$ cat config.mk
export PLATFORM = sky130hd
export DESIGN_NAME = rbh_sqrt
export DESIGN_NICKNAME = d
export VERILOG_FILES = /design/src/sv/rbh_pkg.sv /design/src/sv/rbh_sqrt.sv
export SDC_FILE = /design/constraint.sdc
export NUM_CORES = 1
export LEC_CHECK = 0
export ABC_AREA = 1
export BUFFER_PORTS_ARGS = -buffer_cell sky130_fd_sc_hd__buf_2
export CORE_MARGIN = 4
export CORE_UTILIZATION = 58
export CTS_CLUSTER_DIAMETER = 40
export DETAILED_ROUTE_END_ITERATION = 7
export GPL_TIMING_DRIVEN = 0
export PLACE_DENSITY = 0.75
export SLEW_MARGIN = 20
export SYNTH_ARGS = -nofsm -noshare
export SYNTH_HDL_FRONTEND = slang
export SYNTH_SLANG_ARGS = --single-unit
export TNS_END_PERCENT = 20
$ cat constraint.sdc
create_clock -name clock -period 10.45 [get_ports clock]
set_input_delay 0.5225 -clock clock [delete_from_list [all_inputs] [get_ports clock]]
set_output_delay 0.5225 -clock clock [all_outputs]
set_load 0.02 [all_outputs]
$ cat src/sv/rbh_pkg.sv
// Shared constants, widths and register codes for the radial brush height block.
package rbh_pkg;

   localparam int CELL_W = 12;
   localparam int CEN_W  = 17;
   localparam int RES_W  = 13;
   localparam int HT_W   = 32;
   localparam int POS_W  = 16;
   localparam int D_W    = 17;
   localparam int SQ_W   = 34;
   localparam int CSR_DW = 32;
   localparam int CSR_IW = 3;

   localparam int DIV_SPS  = 4;
   localparam int SQRT_SPS = 4;

   localparam logic [RES_W-1:0] RES_MIN  = 13'd2;
   localparam logic [RES_W-1:0] RES_TOP  = 13'd8191;
   localparam logic [D_W-1:0]   ONE_Q16  = 17'd65536;
   localparam logic [33:0]      CEIL_ADD = 34'd65535;

   typedef enum logic [CSR_IW-1:0] {
      REG_CENTER_X     = 3'd0,
      REG_CENTER_Z     = 3'd1,
      REG_HARD_RADIUS  = 3'd2,
      REG_SMOOTH_WIDTH = 3'd3,
      REG_STRENGTH     = 3'd4,
      REG_RES_X        = 3'd5,
      REG_RES_Z        = 3'd6
   } csr_idx_type;

endpackage

$ cat src/sv/rbh_sqrt.sv
// Pipelined digit-by-digit integer square root, floor(sqrt(rad)).
module rbh_sqrt
   import rbh_pkg::*;
#(
   parameter int RW  = 17,
   parameter int SPS = 4
) (
   input  logic            clock,
   input  logic            en,
   input  logic [2*RW-1:0] rad,
   output logic [RW-1:0]   root
);

   localparam int IW  = 2 * RW;
   localparam int NST = (RW + SPS - 1) / SPS;

   logic [IW-1:0] rad_ff  [NST];
   logic [RW+1:0] rem_ff  [NST];
   logic [RW-1:0] root_ff [NST];

   for (genvar s = 0; s < NST; s++) begin : g_st
      logic [IW-1:0] rad_src;
      logic [RW+1:0] rem_src;
      logic [RW-1:0] root_src;
      logic [IW-1:0] rad_in;
      logic [RW+1:0] rem_in;
      logic [RW-1:0] root_in;

      if (s == 0) begin : g_first
         assign rad_src  = rad;
         assign rem_src  = '0;
         assign root_src = '0;
      end else begin : g_next
         assign rad_src  = rad_ff[s-1];
         assign rem_src  = rem_ff[s-1];
         assign root_src = root_ff[s-1];
      end

      always_comb begin
         logic [RW+3:0] t;
         logic [RW+3:0] trial;
         rad_in  = rad_src;
         rem_in  = rem_src;
         root_in = root_src;
         for (int k = 0; k < SPS; k++) begin
            if (s * SPS + k < RW) begin
               t     = {rem_in, rad_in[IW-1:IW-2]};
               trial = {2'b00, root_in, 2'b01};
               if (t >= trial) begin
                  rem_in  = (RW+2)'(t - trial);
                  root_in = {root_in[RW-2:0], 1'b1};
               end else begin
                  rem_in  = t[RW+1:0];
                  root_in = {root_in[RW-2:0], 1'b0};
               end
               rad_in = {rad_in[IW-3:0], 2'b00};
            end
         end
      end

      always_ff @(posedge clock) begin
         if (en) begin
            rad_ff[s]  <= rad_in;
            rem_ff[s]  <= rem_in;
            root_ff[s] <= root_in;
         end
      end
   end

   assign root = root_ff[NST-1];

endmodule

## Word level (Yosys, flattened, before mapping)

Memory sizes are Yosys's and may differ from the RTL's.
Cells that the tools add are included.

| word-level totals | value |
|---|---|
| register bits after elaboration | 0 |
| bits in writable memories | 340 |
| input bits | 36 |
| output and inout bits | 17 |
| logic and storage cells | 73 |
| memories kept | 3 |

| cells by class | value |
|---|---|
| add/sub/neg operators | 17 |
| magnitude comparators | 17 |
| mux-type cells | 36 |

Memories:

| name | depth | width | rd ports | clocked after Yosys merged registers in | wr ports | RTL line | RTL |
|---|---|---|---|---|---|---|---|
| rad_ff | 5 | 32 | 4 | 0 | 5 | rbh_sqrt.sv:17 | `logic [IW-1:0] rad_ff [NST];` |
| rem_ff | 5 | 19 | 4 | 0 | 5 | rbh_sqrt.sv:18 | `logic [RW+1:0] rem_ff [NST];` |
| root_ff | 5 | 17 | 5 | 0 | 5 | rbh_sqrt.sv:19 | `logic [RW-1:0] root_ff [NST];` |

Operator list:

| operator | number |
|---|---|
| 2-to-1 mux 19 bit | 17 |
| >= comparator 21 x 19 -> 1 bit | 13 |
| subtractor 19 bit | 13 |
| >= comparator 21 x 3 -> 1 bit | 1 |
| >= comparator 21 x 4 -> 1 bit | 1 |
| >= comparator 21 x 5 -> 1 bit | 1 |
| 2-to-1 mux 1 bit | 19 |
| subtractor 19 x 3 -> 19 bit | 1 |
| subtractor 19 x 4 -> 19 bit | 1 |
| subtractor 19 x 5 -> 19 bit | 1 |
| subtractor 2 x 1 -> 3 bit, second input constant | 1 |
| >= comparator 2 x 1 -> 1 bit, second input constant | 1 |

## Longest topological paths before layout

An unclocked memory read counts as a cell.

| logic depth | value |
|---|---|
| word-level depth | 9 |
| depth in mapped cells | 59 |
| depth with buffers taken out | 55 |

## Least setup slack after synthesis

No wires, ideal clock.

| timing path | value |
|---|---|
| kind | register to register |
| start point | mem root_ff[2][5] (netlist: root_ff[0][39]) |
| end point | mem rem_ff[0][69] (netlist bit) (data pin) |
| setup time | 0.253 ns |
| arrival time | 7.064 ns |
| data required time | 10.197 ns |
| setup slack | 3.133 ns |
| cell stages (with the launch flop) | 56 |
| cell sequence | edfxtp_1 inv_1 ha_1 nand2_1 inv_1 nand2_1 nand2_1 a21oi_1 nand2_1 nand2_1 nand2_2 buf_2 inv_1 clkbuf_1 clkbuf_1 nand2_1 o21ai_0 ha_1 [... 20 more ...] clkbuf_1 o21ai_0 inv_1 ha_1 nand2_1 nor2_1 nand2_1 inv_1 nand3_1 nor3_1 nand4_1 nand3_1 nor2_1 nand3_2 inv_2 buf_2 nand2_1 nand2_1 |

RTL lines:

| what | RTL line |
|---|---|
| from (decl) | rbh_sqrt.sv:19 |
| to (decl) | rbh_sqrt.sv:18 |

==> metrics.md <==
| Metric | Value |
|---|---|
| R2R Setup Slk | 700 ps |
| Status | complete, no violations |
| PortBufs | 52 |
| Total power | 0.00612 W |
| Max Fclk | 0.103 GHz |
| Post-synthesis cell area | 20500 um2 |
| Worst flop-to-flop path endpoint | rem_ff[0][73] |
| Max-slew headroom | 53.8% |
| P_int | 0.00281 W |
| Die Area | 38400 um2 |
| # setup viols final | 0 |
| Initial Util | 59.0% |
| Crit-path max FO | 12 |
| Postcts setup bufs | 0 |
| Worst r2r src | root_ff[0][45] |
| Detailed-route via count | 20.0k |
| N_diodes | 0 |
| FP Rows | 68 |
| CP max-delay cell | o21ai_0 |
| Initial antenna violation count | 0 |
| Worst setup margin | 703 ps |
| Clock Skew | 11.8 ps |
| Largest net degree at the start of global routing | 111 |
| Drt wl/cell | 16.2 um |
| Number of flops mapped to enable cells by yosys | 189 |
| Gpl congestion | 0.967 |
| Remaining antenna violation count after routing | 0 |
| R2R cell count | 51 |
| GRT Residual Overflow | 0 |
| Pwr/cell area | 278 nW/um2 |
| Skew-Pair Late Insertion Delay | 460 ps |
| Residual DRC | 0 |
| RSZ-0062 raised after global routing | no |
| Die W | 196 um |
| Switching share of power | 54.1% |
| First-pass detailed-route iteration total | 5 |
| Clock sink total | 189 |
| Crit path to | rem_ff[0][73] |
| Area contributors post-synth | edfxtp_1, nand2_1, ha_1 |
| Pre-CTS setup slack | -38.7 ps |
| Maximum VDD drop | 0.000165 V |
| Global-route wire length before repair | 93500 um |
| Synth area leader | edfxtp_1 |
| CTS buffer count | 17 |
| H-tree levels | 4 |
| Setup tns final | 0 ps |
| Reg clk slew, reported paths | 80 ps |
| Library cells used by synthesis | 62 |
| Max incr delay on CP | 420 ps |
| Sequential share of power | 19.5% |
| Synth Warn # | 0 |
| Max cap viols | 0 |
| Slew @ Worst Pin | 687 ps |
| Worst setup EP type | flip-flop |
| DP HPWL | 47800 um |
| Worst Path Class, Setup | reg -> reg |
| Power share of the combinational group | 69.6% |
| Die H | 196 um |
| Period utilization | 93.3% |
| Leakage | 10.8 nW |
| Nets | 3331 |
| Fin. max-slew vios | 0 |
| Clock share of power | 11.0% |
| Seq/Total Area, Yosys | 27.7% |
| Clock root cell | clkbuf_16 |
| Vias in the first global route | 18.9k |
| GRT Resource Usage Total | 29.9% |
| Data required time of the worst path | 10650 ps |
| CP Launch Type | flip-flop |
| CTS Hold Bufs | 0 |
| Async set or reset register ratio after synthesis | 0% |
| Share of layout cells above drive strength 1 | 8.48% |
| Crit path arrival time | 9950 ps |
| Number of vias per cell | 5.57 |
| Top-area cell type share of the netlist area | 27.7% |
| P_sw | 0.00331 W |
| CTS tree | built |
| Clock tree buffer depth | 2 |
| Synth Register Bits | 189 |
| Worst min path class | in -> reg |
| Core Region | 34700 um2 |
| WL final | 58200 um |
| Critical path's most frequent cell | nand2_1 |
| 1st-iter DRT viols | 1582 |
| # IOs | 53 |
| Final Hold Vio Count | 0 |
| Setup crit start | root_ff[0][45] |
| Predominant post-synthesis flop cell | edfxtp_1 |
| Cells after synthesis | 3052 |
| Layout area overhead | 7.23% |
| Avg Inst Size Synth | 6.71 um2 |
| Minimum clock period | 9750 ps |
-- worst min path at each step --
stage                             start  cells past startpoint  slack, ps             end
after floorplan           rad_ff[0][86]                      0        400  rad_ff[0][126]
after global placement    rad_ff[0][46]                      0        400   rad_ff[0][86]
after detailed placement   rad_ff[0][8]                      0        400   rad_ff[0][48]
after CTS                        rad[0]                      1        200    rad_ff[0][6]
after global routing             rad[3]                      1        200    rad_ff[0][9]
final                            rad[0]                      1        230    rad_ff[0][6]
-- registers in the layout, summed over array words and instances (netlist names) --
name,cells
rem_ff,76
root_ff,57
rad_ff,56
-- cells in the final DEF (no fill, tap or decap), types with 4 or more instances in the layout --
cell / count
a211oi_1: 4
a21boi_0: 5
a21oi_1: 149
a21oi_2: 5
buf_2: 55
buf_4: 6
buf_6: 12
clkbuf_1: 10
clkbuf_16: 17
clkinv_8: 5
edfxtp_1: 189
ha_1: 170
inv_1: 432
inv_2: 16
inv_8: 4
nand2_1: 891
nand2_2: 42
nand2_4: 7
nand3_1: 241
nand3_2: 14
nand3b_1: 16
nand4_1: 60
nor2_1: 312
nor2_2: 29
nor2_4: 13
nor3_1: 36
nor4_1: 5
o211ai_1: 5
o21a_1: 12
o21ai_0: 161
o21ai_1: 13
o21ai_2: 6
o21bai_1: 7
or2_2: 8
xnor2_1: 52
xor2_1: 71
-- synthesized netlist by cell type, types with 6 or more instances --
master and number:
nand4_1 60, o21a_1 12, nand3b_1 16, o21bai_1 7
ha_1 170, inv_2 16, nand2_1 891, nor3_1 36
xnor2_1 52, edfxtp_1 189, buf_4 6, o21ai_1 11
clkbuf_1 14, nand2_2 42, nand2_4 7, buf_6 12
xor2_1 71, nand3_2 14, nand3_1 241, nor2_1 312
nor2_2 29, or2_2 8, o21ai_2 6, nor2_4 13
inv_1 432, o21ai_0 163, a21oi_1 149
-- power by group through the flow --
stage / clock network, W / registers, W / logic, W
2_1_floorplan: 0 / 0.00117 / 0.00318
3_3_place_gp: 0 / 0.00120 / 0.00410
3_5_place_dp: 0 / 0.00120 / 0.00417
4_1_cts: 0.000683 / 0.00119 / 0.00419
5_1_grt: 0.000716 / 0.00120 / 0.00477
6_report: 0.000671 / 0.00119 / 0.00425
-- final cells by class --
type                       count  area (um2)
multi-input combinational   2374       12800
buffer                        37         290
sequential                   189        5680
timing repair buffer          53         298
tap                          455         569
inverter                     453        1710
clock inverter                14         174
clock buffer                  18         429
fill                        3256       12700
-- worst max-delay path: cells and delay by family (launching register included) --
kind	cells	cell delay, ps
AOI/OAI and AO/OA	4	1210
and+or+nand+nor	29	3950
buffers and inverters	14	2380
adders and majority gates	4	1530
DFF	1	400
-- repair_timing --
item	4_1_cts	5_1_grt
gates cloned	0	0
resized for setup	1	10
setup endpoints to repair	15	20
-- layer usage --
| layer | wire length, um | GRT usage (%) | share of wire (%) | vias to the layer above |
|---|---|---|---|---|
| met2 | 28800 | 53.8 | 50 | 615 |
| met5 | 0 | 0 | 0 | - |
| li1 | - | - | - | 10134 |
| met3 | 2840 | 3.09 | 4.9 | 140 |
| met1 | 24100 | 36.5 | 41 | 9127 |
| met4 | 2440 | 12.4 | 4.2 | 0 |
-- through the flow --
step                area [um2]  utilization [%]  hold WS [ps]  cells
floorplan                20500                -           400   3054
global placement         21300             61.4           401   3561
detailed placement       21400             61.6           405   3562
CTS                      22000             63.3           203   3594
global route             22000             63.3           204   3593
finish                   22000             63.3           228   3593
-- cell families (layout without fill, tap and decap cells) --
group                    count (synthesis)  in the layout  share of synthesized area [%]
flip-flops                             189            189                           27.7
adder cells (fa/ha/maj)                170            170                           10.4
AO/OA/AOI/OAI                          388            388                           10.5
buffers and inverters                  491            575                           9.74
other                                    1              3                         0.0183
AND/OR/NAND/NOR                       1690           1690                           36.4
XOR/XNOR                               123            123                           5.26
No activity file was read; power rests on OpenSTA's default activity.
