**src/sv/rbh_pkg.sv**
```systemverilog
// Shared constants, widths and register codes for the radial brush height block.
package rbh_pkg;

   localparam int CELL_W = 12;
   localparam int CEN_W  = 17;
   localparam int RES_W  = 13;
   localparam int HT_W   = 32;
   localparam int POS_W  = 16;
   localparam int D_W    = 17;
   localparam int SQ_W   = 34;
   localparam int CSR_DW = 32;
   localparam int CSR_IW = 3;

   localparam int DIV_SPS  = 4;
   localparam int SQRT_SPS = 4;

   localparam logic [RES_W-1:0] RES_MIN  = 13'd2;
   localparam logic [RES_W-1:0] RES_TOP  = 13'd8191;
   localparam logic [D_W-1:0]   ONE_Q16  = 17'd65536;
   localparam logic [33:0]      CEIL_ADD = 34'd65535;

   typedef enum logic [CSR_IW-1:0] {
      REG_CENTER_X     = 3'd0,
      REG_CENTER_Z     = 3'd1,
      REG_HARD_RADIUS  = 3'd2,
      REG_SMOOTH_WIDTH = 3'd3,
      REG_STRENGTH     = 3'd4,
      REG_RES_X        = 3'd5,
      REG_RES_Z        = 3'd6
   } csr_idx_type;

endpackage

```
**src/sv/rbh_div.sv**
```systemverilog
// Pipelined restoring divider: quotient of (rem_start << QW) / divisor, rem_start < divisor.
module rbh_div
   import rbh_pkg::*;
#(
   parameter int DW  = 13,
   parameter int QW  = 16,
   parameter int SPS = 4
) (
   input  logic          clock,
   input  logic          en,
   input  logic [DW-1:0] rem_start,
   input  logic [DW-1:0] divisor,
   output logic [QW-1:0] quo
);

   localparam int NST = (QW + SPS - 1) / SPS;

   logic [DW-1:0] rem_ff [NST];
   logic [QW-1:0] quo_ff [NST];

   for (genvar s = 0; s < NST; s++) begin : g_st
      logic [DW-1:0] rem_src;
      logic [QW-1:0] quo_src;
      logic [DW-1:0] rem_in;
      logic [QW-1:0] quo_in;

      if (s == 0) begin : g_first
         assign rem_src = rem_start;
         assign quo_src = '0;
      end else begin : g_next
         assign rem_src = rem_ff[s-1];
         assign quo_src = quo_ff[s-1];
      end

      always_comb begin
         logic [DW:0] t;
         rem_in = rem_src;
         quo_in = quo_src;
         for (int k = 0; k < SPS; k++) begin
            if (s * SPS + k < QW) begin
               t = {rem_in, 1'b0};
               if (t >= {1'b0, divisor}) begin
                  rem_in = DW'(t - {1'b0, divisor});
                  quo_in = {quo_in[QW-2:0], 1'b1};
               end else begin
                  rem_in = t[DW-1:0];
                  quo_in = {quo_in[QW-2:0], 1'b0};
               end
            end
         end
      end

      always_ff @(posedge clock) begin
         if (en) begin
            rem_ff[s] <= rem_in;
            quo_ff[s] <= quo_in;
         end
      end
   end

   assign quo = quo_ff[NST-1];

endmodule

```
**config.mk**
```make
export PLATFORM = sky130hd
export DESIGN_NAME = rbh_div
export DESIGN_NICKNAME = d
export VERILOG_FILES = /design/src/sv/rbh_pkg.sv /design/src/sv/rbh_div.sv
export SDC_FILE = /design/constraint.sdc
export NUM_CORES = 1
export LEC_CHECK = 0
export BUFFER_PORTS_ARGS = -buffer_cell sky130_fd_sc_hd__clkbuf_2
export CORE_ASPECT_RATIO = 1.2
export CORE_MARGIN = 10
export CORE_UTILIZATION = 30
export DETAILED_ROUTE_END_ITERATION = 12
export PLACE_DENSITY = 0.56
export SYNTH_ARGS = -nofsm -noshare
export SYNTH_HDL_FRONTEND = slang
export SYNTH_SLANG_ARGS = --single-unit
```
**constraint.sdc**
```tcl
create_clock -name clock -period 12.7 [get_ports clock]
set_input_delay 1.27 -clock clock [delete_from_list [all_inputs] [get_ports clock]]
set_output_delay 1.27 -clock clock [all_outputs]
set_load 0.005 [all_outputs]
```
### Word-level counts from Yosys, hierarchy flattened

Memory sizes are Yosys's and may differ from the RTL's.
Index checks and enable logic that the tools add are counted.

| storage, ports and cells | value |
|---|---|
| memory bits (writable) | 116 |
| logic and storage cells | 68 |
| memories | 2 |
| input bits | 28 |
| latch bits | 0 |
| bits in read-only memories | 0 |
| register bits after elaboration | 0 |
| output and inout bits | 16 |

| cells by class | value |
|---|---|
| add/subtract/negate cells | 16 |
| multipliers | 0 |
| mux-type cells | 34 |
| shifts and indexed selects | 0 |
| reductions and logical operators | 0 |
| order comparisons | 16 |
| bitwise operators | 0 |
| eq/ne operators | 0 |
| div/mod/pow operators | 0 |

Memory list:

| name | words | bits a word | rd ports | clocked after Yosys merged registers in | wr ports | line | source |
|---|---|---|---|---|---|---|---|
| quo_ff | 4 | 16 | 4 | 0 | 4 | rbh_div.sv:19 | `logic [QW-1:0] quo_ff [NST];` |
| rem_ff | 4 | 13 | 3 | 0 | 4 | rbh_div.sv:18 | `logic [DW-1:0] rem_ff [NST];` |

Operators by type and width:

| cell | count |
|---|---|
| $ge 14x13->1 | 16 |
| $mux 13 | 16 |
| $sub 13x13->13 | 16 |
| $mux 1 | 18 |

### Logic depth before layout (Yosys ltp)

Gate-level depths: netlist (run 1).
An unclocked memory read counts as a cell.

| depth | value |
|---|---|
| word-level depth | 9 |
| gate-level depth with buffers | 47 |
| gate-level depth less buffers | 40 |

### Worst setup path after synthesis (run 1)

OpenSTA, ideal clock, no wires.

| path | value |
|---|---|
| kind | in2reg |
| from | input divisor[0] |
| to | memory rem_ff[2][11] (data pin) |
| data required time | 12439 ps |
| arrival | 10210 ps |
| cell stages on the path | 43 |
| path slack | 2229 ps |
| library setup time | 261 ps |
| buffers on the path | 8 |
| path through | buf_4 buf_2 inv_1 clkbuf_1 clkbuf_1 ha_1 nand4_1 o21bai_1 a211oi_4 clkbuf_1 mux2i_1 ha_1 and3_1 a22o_1 a41oi_1 nor3_1 a211oi_1 o211ai_1 [7 not listed] o21a_1 a41oi_1 nor2b_1 nand2_1 buf_2 mux2i_1 ha_1 nor2_1 nor2b_1 o21ai_0 a21oi_1 o41ai_1 o21ai_0 a211o_1 a21oi_2 or2b_1 inv_2 a221o_1 |

RTL lines:

| what | line | source |
|---|---|---|
| from (decl) | rbh_div.sv:12 | `input logic [DW-1:0] divisor,` |
| to (decl) | rbh_div.sv:18 |  |

==> qor.yml, run 1 <==
path_clk_slew_ns: 0.07
holdCritPathClass: "flop to flop"
root_buffer: "clkbuf_16"
synth_warnings: 0
dp_slack_ns: 0.633
r2r_cells: 36
design_area_sq_mm: 0.0144
finalClockSkew_ns: 0.00945
synth_top_flop_cell: "edfxtp_1"
syn_area_per_cell_sq_um: 8.31
synth_seq_area_share_pct: 18.1
fillers: 4586
yosysMostFrequentCell: "ha_1"
totalNegativeSetupSlack_ns: 0
cts.sinks: 79
globalplace.congestion: 0.879
start_kind: "primary input"
hold_viol: 0
num_vias: 11937
seqCellArea_sq_mm: 0.00237
htree_levels: 3
ys_top_cells_by_count: "195 x ha_1, 151 x nor2_1, 137 x a21oi_1"
dieArea_sq_mm: 0.0524
required_ns: 12.80
crit_buf_inv: 4
maxCapViolations: 0
slowest_stage: "a22oi_2"
die_h_um: 249
dpl_cell_area_sq_mm: 0.0141
finalSetupViolations: 0
hpwl_mm: 31.5
grtUsageTotal_pct: 14.9
drive_gt1_share_pct: 12.0
finalWirelength_mm: 40.1
drt-pass1-iter-count: 5
crit_type: "primary input to flop"
grt_use_met1_pct: 17.5
crit_fanout: 16
drc_errors: 0
grt-ovfl-total: 0
synth_top_area_cell: "ha_1"
status: "finished clean"
fin_nets: 1858
die_w_um: 211
synthArstFlopShare_pct: 0
post-synth-top-area-fraction_pct: 18.6
ant_nets: 0
viasPerCell: 5.46
grt_pass1_wl_mm: 62.9
drt_iter0_drc: 679
io_pins: 44
io_buffers: 43
grt_pass1_vias: 11755
start_util_pct: 30.4
slew_viol_final: 0
worst_path_most_repeated_cell: "ha_1"
min_period_ns: 11.73
met2_usage_pct: 27.4
placementRows: 83
setup_ws_ns: 0.966
grt_max_degree: 54
fin_crit_sh_pct: 92.4
gr-usage-met3_pct: 1.24
numCtsBuffers: 9
core_sq_mm: 0.0430
rsz0062_at_grt: "false"
routedWlPerCell_um: 18.3
cp.depth: 38
hold_depth: 0
path_delay_family: "compound AO/OA/AOI/OAI gates"
synth.area.top_cells: "ha_1 19%, edfxtp_1 18%, mux2_2 6.0%"
antenna_found_initial: 1
cts_resized: 0
postCtsSetupBuffers: 0
crit_path_max_incr_delay_ns: 0.77
cts_tree: "built"
top_usage_layer: "met2"
clock_latency_ns: 0.36
clock.fmax_mhz: 85.2
synth_edf_count: 79
diodes: 0
ys_seq_elements: 79
syn_to_final_growth_pct: 9.76
synth_cell_types: 86
cp-end-kind: "flop"
worstMarginPinSlew_ns: 0.993
syn_inst: 1575
clock_path_buffers: 2
slew_headroom_pct: 33.5
multi_input_comb_area_sq_mm: 0.0103
cts-hold-fix-buffers: 0
arrival_ns: 11.84
syn-cell-area_sq_mm: 0.0131
syn_nets: 1802
placed cells by master (no fill, tap or decap), drive strengths merged, types with 6 or more instances in the layout:
master	netlist	routed
mux2i	21	21
and3	11	11
clkinv	3	6
a211o	10	10
nand4	14	14
ha	195	195
a21oi	139	139
a31oi	9	9
xnor2	87	87
edfxtp	79	79
a21o	45	45
nand3	23	23
or3	16	16
o21a	42	42
a21boi	12	12
inv	71	72
nor2	153	153
mux2	72	72
nand2	102	102
xor2	46	46
nor3	42	42
o211ai	11	11
o21bai	14	14
and2	14	14
nor2b	33	33
a221o	21	21
buf	21	35
o31ai	12	12
or2	9	9
clkbuf	11	52
o21ai	116	116
nand2b	26	26
a211oi	14	14
logic make-up after synthesis:
family,Yosys count,synth area share [%]
compound gates,500,25.3
buf+inv,106,3.35
simple gates,465,17.2
mux,93,7.83
fa+ha+maj,199,19.3
xor+xnor,133,8.90
flops,79,18.1
final timing paths:
kind | startpoint | end | slack, ns
setup / recovery | divisor[8] | rem_ff[1][10]$_DFFE_PP_ | 0.97
setup reg to reg | rem_ff[0][10]$_DFFE_PP_ | rem_ff[1][10]$_DFFE_PP_ | 1.86
hold reg to reg | quo_ff[2][3]$_DFFE_PP_ | quo_ff[3][7]$_DFFE_PP_ | 0.42
hold / removal | quo_ff[2][3]$_DFFE_PP_ | quo_ff[3][7]$_DFFE_PP_ | 0.42
final cells by class:
type,instances,share of cell area (%)
clock buffers,10,1.59
multi-input cells,1390,71.5
clock inverters,6,0.314
flip-flops and latches,79,16.5
well taps,552,4.81
repair buffers,77,3.29
inverters,74,1.93
state kept, by name, summed over array words and instances (netlist names):
name    count
quo_ff     40
rem_ff     39
per-stage QoR:
step	hold slack (ns)	instances	util [%]
2_1_floorplan	0.400	1575	-
3_3_place_gp	0.401	2172	32.8
3_5_place_dp	0.405	2172	32.8
4_1_cts	0.420	2188	33.4
5_1_grt	0.423	2188	33.4
6_report	0.416	2188	33.4
layer usage:
layer | vias to the layer above | share of wire, % | wire length (um)
li1 | 6003 | - | -
met2 | 204 | 51 | 20500
met4 | 2 | 3.0 | 1220
met3 | 61 | 2.3 | 939
met1 | 5667 | 44 | 17500
met5 | - | 0.032 | 13
Power of run 1 is not shown: default switching activity piles up to over one toggle a cycle in this logic, so the estimate is an artifact.
==> inputs of run 2 (changes only) <==
Settings changed: REMOVE_ABC_BUFFERS set to 1.
==> run 2 against run 1 <==
Net effect:
- global-route usage about the same
- sequential share of layout area shrank 0.096 points
- critical path depth is 1 lower
- design area grew 0.58%
- non-clock buffer count rose by 3
- critical path type unchanged
- critical endpoint is now rem_ff[1][9]$_DFFE_PP_
==> qor.yml, run 2 (synthesized netlist as in run 1, its figures left out) <==
crit_fanout: 16  # unchanged
io_buffers: 43  # unchanged
hp-start: "quo_ff[2][9]$_DFFE_PP_"  # was quo_ff[2][3]$_DFFE_PP_
postCtsSetupBuffers: 0  # unchanged
dieArea_sq_mm: 0.0524  # unchanged
rsz0062_at_grt: "false"  # unchanged
crit_path_max_incr_delay_ns: 0.72  # was 0.77 ns
finalSetupViolations: 0  # unchanged
ant_nets: 0  # unchanged
maxCapViolations: 0  # unchanged
totalNegativeSetupSlack_ns: 0  # unchanged
rrSetupSlack_ns: 2.17  # was 1.86 ns
worst_path_most_repeated_cell: "ha_1"  # unchanged
hold_depth: 0  # unchanged
fin_nets: 1861  # was 1858
hpwl_mm: 31.2  # was 31.5 mm
final_cell_mix: "195 x ha_1, 151 x nor2_1, 137 x a21oi_1"  # unchanged
routedWlPerCell_um: 18.3  # about the same
drt_iter0_drc: 720  # was 679
io_pins: 44  # unchanged
finalClockSkew_ns: 0.0174  # was 0.00945 ns
die_h_um: 249  # unchanged
grtUsageTotal_pct: 14.9  # about the same
cts.sinks: 79  # unchanged
min_period_ns: 11.60  # was 11.73 ns
globalplace.congestion: 0.889  # was 0.879
diodes: 0  # unchanged
clock_latency_ns: 0.37  # was 0.36 ns
arrival_ns: 11.72  # was 11.84 ns
cts-hold-fix-buffers: 0  # unchanged
required_ns: 12.82  # was 12.80 ns
holdCritPathClass: "flop to flop"  # unchanged
numCtsBuffers: 9  # unchanged
viasPerCell: 5.45  # was 5.46
mostFrequentLayoutCell: "ha_1"  # unchanged
worstMarginPinSlew_ns: 0.970  # was 0.993 ns
grt-ovfl-total: 0  # unchanged
whs_endpoint: "quo_ff[3][13]$_DFFE_PP_"  # was quo_ff[3][7]$_DFFE_PP_
drc_errors: 0  # unchanged
drive_gt1_share_pct: 12.2  # was 12.0%
regMostFlops: "quo_ff"  # unchanged
syn_to_final_growth_pct: 10.4  # was 9.76%
slowest_stage: "a22oi_2"  # unchanged
slew_headroom_pct: 34.5  # was 33.5%
largest_reg_flops: 40  # unchanged
worstReg2RegStart: "rem_ff[1][1]$_DFFE_PP_"  # was rem_ff[0][10]$_DFFE_PP_
cts_resized: 0  # unchanged
antenna_found_initial: 0  # was 1
grt_pass1_wl_mm: 62.5  # was 62.9 mm
core_sq_mm: 0.0430  # unchanged
crit_type: "primary input to flop"  # unchanged
htree_levels: 3  # unchanged
placementRows: 83  # unchanged
finalWirelength_mm: 40.1  # about the same
cp-end-kind: "flop"  # unchanged
root_buffer: "clkbuf_16"  # unchanged
fin_crit_sh_pct: 91.3  # was 92.4%
slew_viol_final: 0  # unchanged
grt_pass1_vias: 11789  # was 11755
die_w_um: 211  # unchanged
r2r_cells: 38  # was 36
cts_tree: "built"  # unchanged
reg2reg_to: "rem_ff[2][7]$_DFFE_PP_"  # was rem_ff[1][10]$_DFFE_PP_
clock.fmax_mhz: 86.2  # was 85.2 MHz
path_clk_slew_ns: 0.07  # about the same
start_kind: "primary input"  # unchanged
reg_top3: "quo_ff (40), rem_ff (39)"  # unchanged
start_util_pct: 30.4  # unchanged
grt_max_degree: 67  # was 54
status: "finished clean"  # unchanged
hold_viol: 0  # unchanged
num_vias: 11925  # was 11937
drt-pass1-iter-count: 6  # was 5
clock_path_buffers: 2  # unchanged
run 2: changes by cell type in the layout (fill, tap and decap cells not counted), sizes merged:
cell / delta
clkbuf: -1
inv: -1
clkinvlp: -1
bufinv: +3
clkinv: -1
buf: +3
run 2: layer usage:
metal / share of wire, % / wire, um / GRT usage, %
met5: 0 / 0 / 0
met4: 4.7 / 1870 / 7.74
met2: 50 / 20000 / 26.7
met1: 42 / 17000 / 17.0
met3: 3.2 / 1260 / 1.60
run 2: cell type report:
class,count,area (sq um)
Sequential cell,79,2370
Multi-Input combinational cell,1390,10300
Inverter,74,278
Timing Repair Buffer,80,495
Fill cell,4554,28500
Clock inverter,6,110
Tap cell,552,691
Clock buffer,9,225
run 2: worst max-delay path by stage:
stage | start | to | slack, ns | cells after the start
2_1_floorplan | divisor[5] | rem_ff[2][11]$_DFFE_PP_ | 1.92 | 35
3_3_place_gp | divisor[9] | rem_ff[1][9]$_DFFE_PP_ | 1.09 | 37
3_5_place_dp | divisor[9] | rem_ff[1][10]$_DFFE_PP_ | 0.87 | 37
4_1_cts | divisor[9] | rem_ff[1][6]$_DFFE_PP_ | 1.19 | 37
5_1_grt | divisor[9] | rem_ff[1][6]$_DFFE_PP_ | 0.29 | 37
6_report | divisor[9] | rem_ff[1][9]$_DFFE_PP_ | 1.10 | 37
run 2: worst max-delay path, delay by kind of cell:
family | cells | cell delay (ns)
buffers and inverters | 4 | 1.12
AOI/OAI and AO/OA | 16 | 4.85
muxes | 4 | 1.57
adders and majority gates | 4 | 1.26
and+or+nand+nor | 9 | 1.59
run 2: stage by stage:
stage	instance area (sq um)	hold WS, ns	util (%)	setup slack [ns]	cells
5_1_grt	14400	0.423	33.6	0.290	2190
3_5_place_dp	14100	0.405	32.8	0.872	2175
6_report	14400	0.407	33.6	1.10	2190
2_1_floorplan	12900	0.400	-	1.92	1543
4_1_cts	14400	0.410	33.6	1.19	2190
3_3_place_gp	14100	0.401	32.8	1.09	2175
Power of run 2 is left out for the same reason.
==> inputs of run 3 (changes only) <==
Settings changed: CTS_BUF_LIST set to sky130_fd_sc_hd__clkbuf_8.
==> run 3 against run 2 <==
Net effect:
- utilization is 0.23 points lower
- sequential share of layout area is 0.11 points higher
- non-clock buffer count stayed put
- setup slack better by 0.061 ns
- first-iteration DRC count is 12% lower
- critical path type unchanged
==> qor.yml, run 3 (synthesized netlist as in run 1, its figures left out) <==
die_h_um: 249  # unchanged
grt_max_degree: 67  # unchanged
final_cell_mix: "195 x ha_1, 151 x nor2_1, 137 x a21oi_1"  # unchanged
cts.sinks: 79  # unchanged
hold_viol: 0  # unchanged
slew_headroom_pct: 35.7  # was 34.5%
htree_levels: 3  # unchanged
crit_fanout: 16  # unchanged
die_w_um: 211  # unchanged
fin_util_pct: 33.4  # was 33.6%
crit_type: "primary input to flop"  # unchanged
drt_iter0_drc: 635  # was 720
slew_viol_final: 0  # unchanged
mostFrequentLayoutCell: "ha_1"  # unchanged
drt-pass1-iter-count: 6  # unchanged
grt-ovfl-total: 0  # unchanged
cts_resized: 0  # unchanged
root_buffer: "clkbuf_8"  # was clkbuf_16
fillers: 4574  # was 4554
numCtsBuffers: 9  # unchanged
clock_path_buffers: 2  # unchanged
start_kind: "primary input"  # unchanged
rsz0062_at_grt: "false"  # unchanged
drive_gt1_share_pct: 12.2  # unchanged
finalClockSkew_ns: 0.0346  # was 0.0174 ns
cp-end-kind: "flop"  # unchanged
hpwl_mm: 31.2  # unchanged
globalplace.congestion: 0.889  # unchanged
grt_pass1_wl_mm: 62.4  # was 62.5 mm
routedWlPerCell_um: 18.2  # was 18.3 um
fin_nets: 1861  # unchanged
antenna_found_initial: 0  # unchanged
io_pins: 44  # unchanged
regMostFlops: "quo_ff"  # unchanged
crit_path_max_incr_delay_ns: 0.72  # about the same
placementRows: 83  # unchanged
grt_pass1_vias: 11748  # was 11789
slowest_stage: "a22oi_2"  # unchanged
reg_top3: "quo_ff (40), rem_ff (39)"  # unchanged
syn_to_final_growth_pct: 9.65  # was 10.4%
maxCapViolations: 0  # unchanged
status: "finished clean"  # unchanged
totalNegativeSetupSlack_ns: 0  # unchanged
viasPerCell: 5.46  # was 5.45
core_sq_mm: 0.0430  # unchanged
worstMarginPinSlew_ns: 0.961  # was 0.970 ns
worst_path_most_repeated_cell: "ha_1"  # unchanged
path_clk_slew_ns: 0.10  # was 0.07 ns
largest_reg_flops: 40  # unchanged
required_ns: 12.86  # was 12.82 ns
finalWirelength_mm: 39.9  # was 40.1 mm
num_vias: 11973  # was 11925
cts_tree: "built"  # unchanged
finalSetupViolations: 0  # unchanged
clock.fmax_mhz: 86.7  # was 86.2 MHz
dieArea_sq_mm: 0.0524  # unchanged
cts-hold-fix-buffers: 0  # unchanged
fin_crit_sh_pct: 90.8  # was 91.3%
holdCritPathClass: "flop to flop"  # unchanged
clock_latency_ns: 0.42  # was 0.37 ns
ant_nets: 0  # unchanged
grtUsageTotal_pct: 14.8  # was 14.9%
start_util_pct: 30.4  # unchanged
arrival_ns: 11.69  # was 11.72 ns
postCtsSetupBuffers: 0  # unchanged
min_period_ns: 11.53  # was 11.60 ns
drc_errors: 0  # unchanged
io_buffers: 43  # unchanged
run 3: cell types whose count changed in the layout (fill, tap and decap cells not counted):
cell and change:
clkbuf_8 +9, diode_2 +1, clkbuf_16 -9
run 3: worst max-delay path, delay by kind of cell:
family	cells	cell delay, ns
adder cells (fa/ha/maj)	4	1.26
AO/OA/AOI/OAI	16	4.85
buffers and inverters	4	1.12
multiplexers	4	1.56
AND/OR/NAND/NOR	9	1.60
run 3: layer usage:
metal  share of wire, %  vias to the layer above  track usage, %
met5                  0                        -               0
met1                 43                     5604            17.1
met3                3.2                       78            1.57
met4                4.5                        0            7.39
met2                 50                      268            26.6
li1                   -                     6023               -
run 3: final cells by class:
type | instances | area, sq um | area share (%)
timing repair buffer | 80 | 495 | 3.45
antenna | 1 | 2.50 | 0.0174
clock inverter | 6 | 110 | 0.767
clock buffer | 9 | 124 | 0.863
sequential | 79 | 2370 | 16.5
tap | 552 | 691 | 4.81
inverter | 74 | 278 | 1.94
multi-input combinational | 1390 | 10300 | 71.6
run 3: path summary, 6_finish.rpt:
path	startpoint	endpoint	slack, ns	cells after the start
setup / recovery	divisor[9]	rem_ff[1][6]$_DFFE_PP_	1.17	37
hold / removal	quo_ff[1][4]$_DFFE_PP_	quo_ff[2][8]$_DFFE_PP_	0.41	0
setup reg to reg	rem_ff[1][1]$_DFFE_PP_	rem_ff[2][7]$_DFFE_PP_	2.13	38
hold reg to reg	quo_ff[1][4]$_DFFE_PP_	quo_ff[2][8]$_DFFE_PP_	0.41	0
run 3: per-stage QoR:
stage | area (sq um) | instances | setup WS (ns) | hold slack [ns]
final | 14400 | 2191 | 1.17 | 0.406
after detailed placement | 14100 | 2175 | 0.872 | 0.405
after CTS | 14300 | 2190 | 1.28 | 0.410
after floorplan | 12900 | 1543 | 1.92 | 0.400
after global placement | 14100 | 2175 | 1.09 | 0.401
after global routing | 14300 | 2190 | 0.383 | 0.429
Power of run 3 is left out for the same reason.
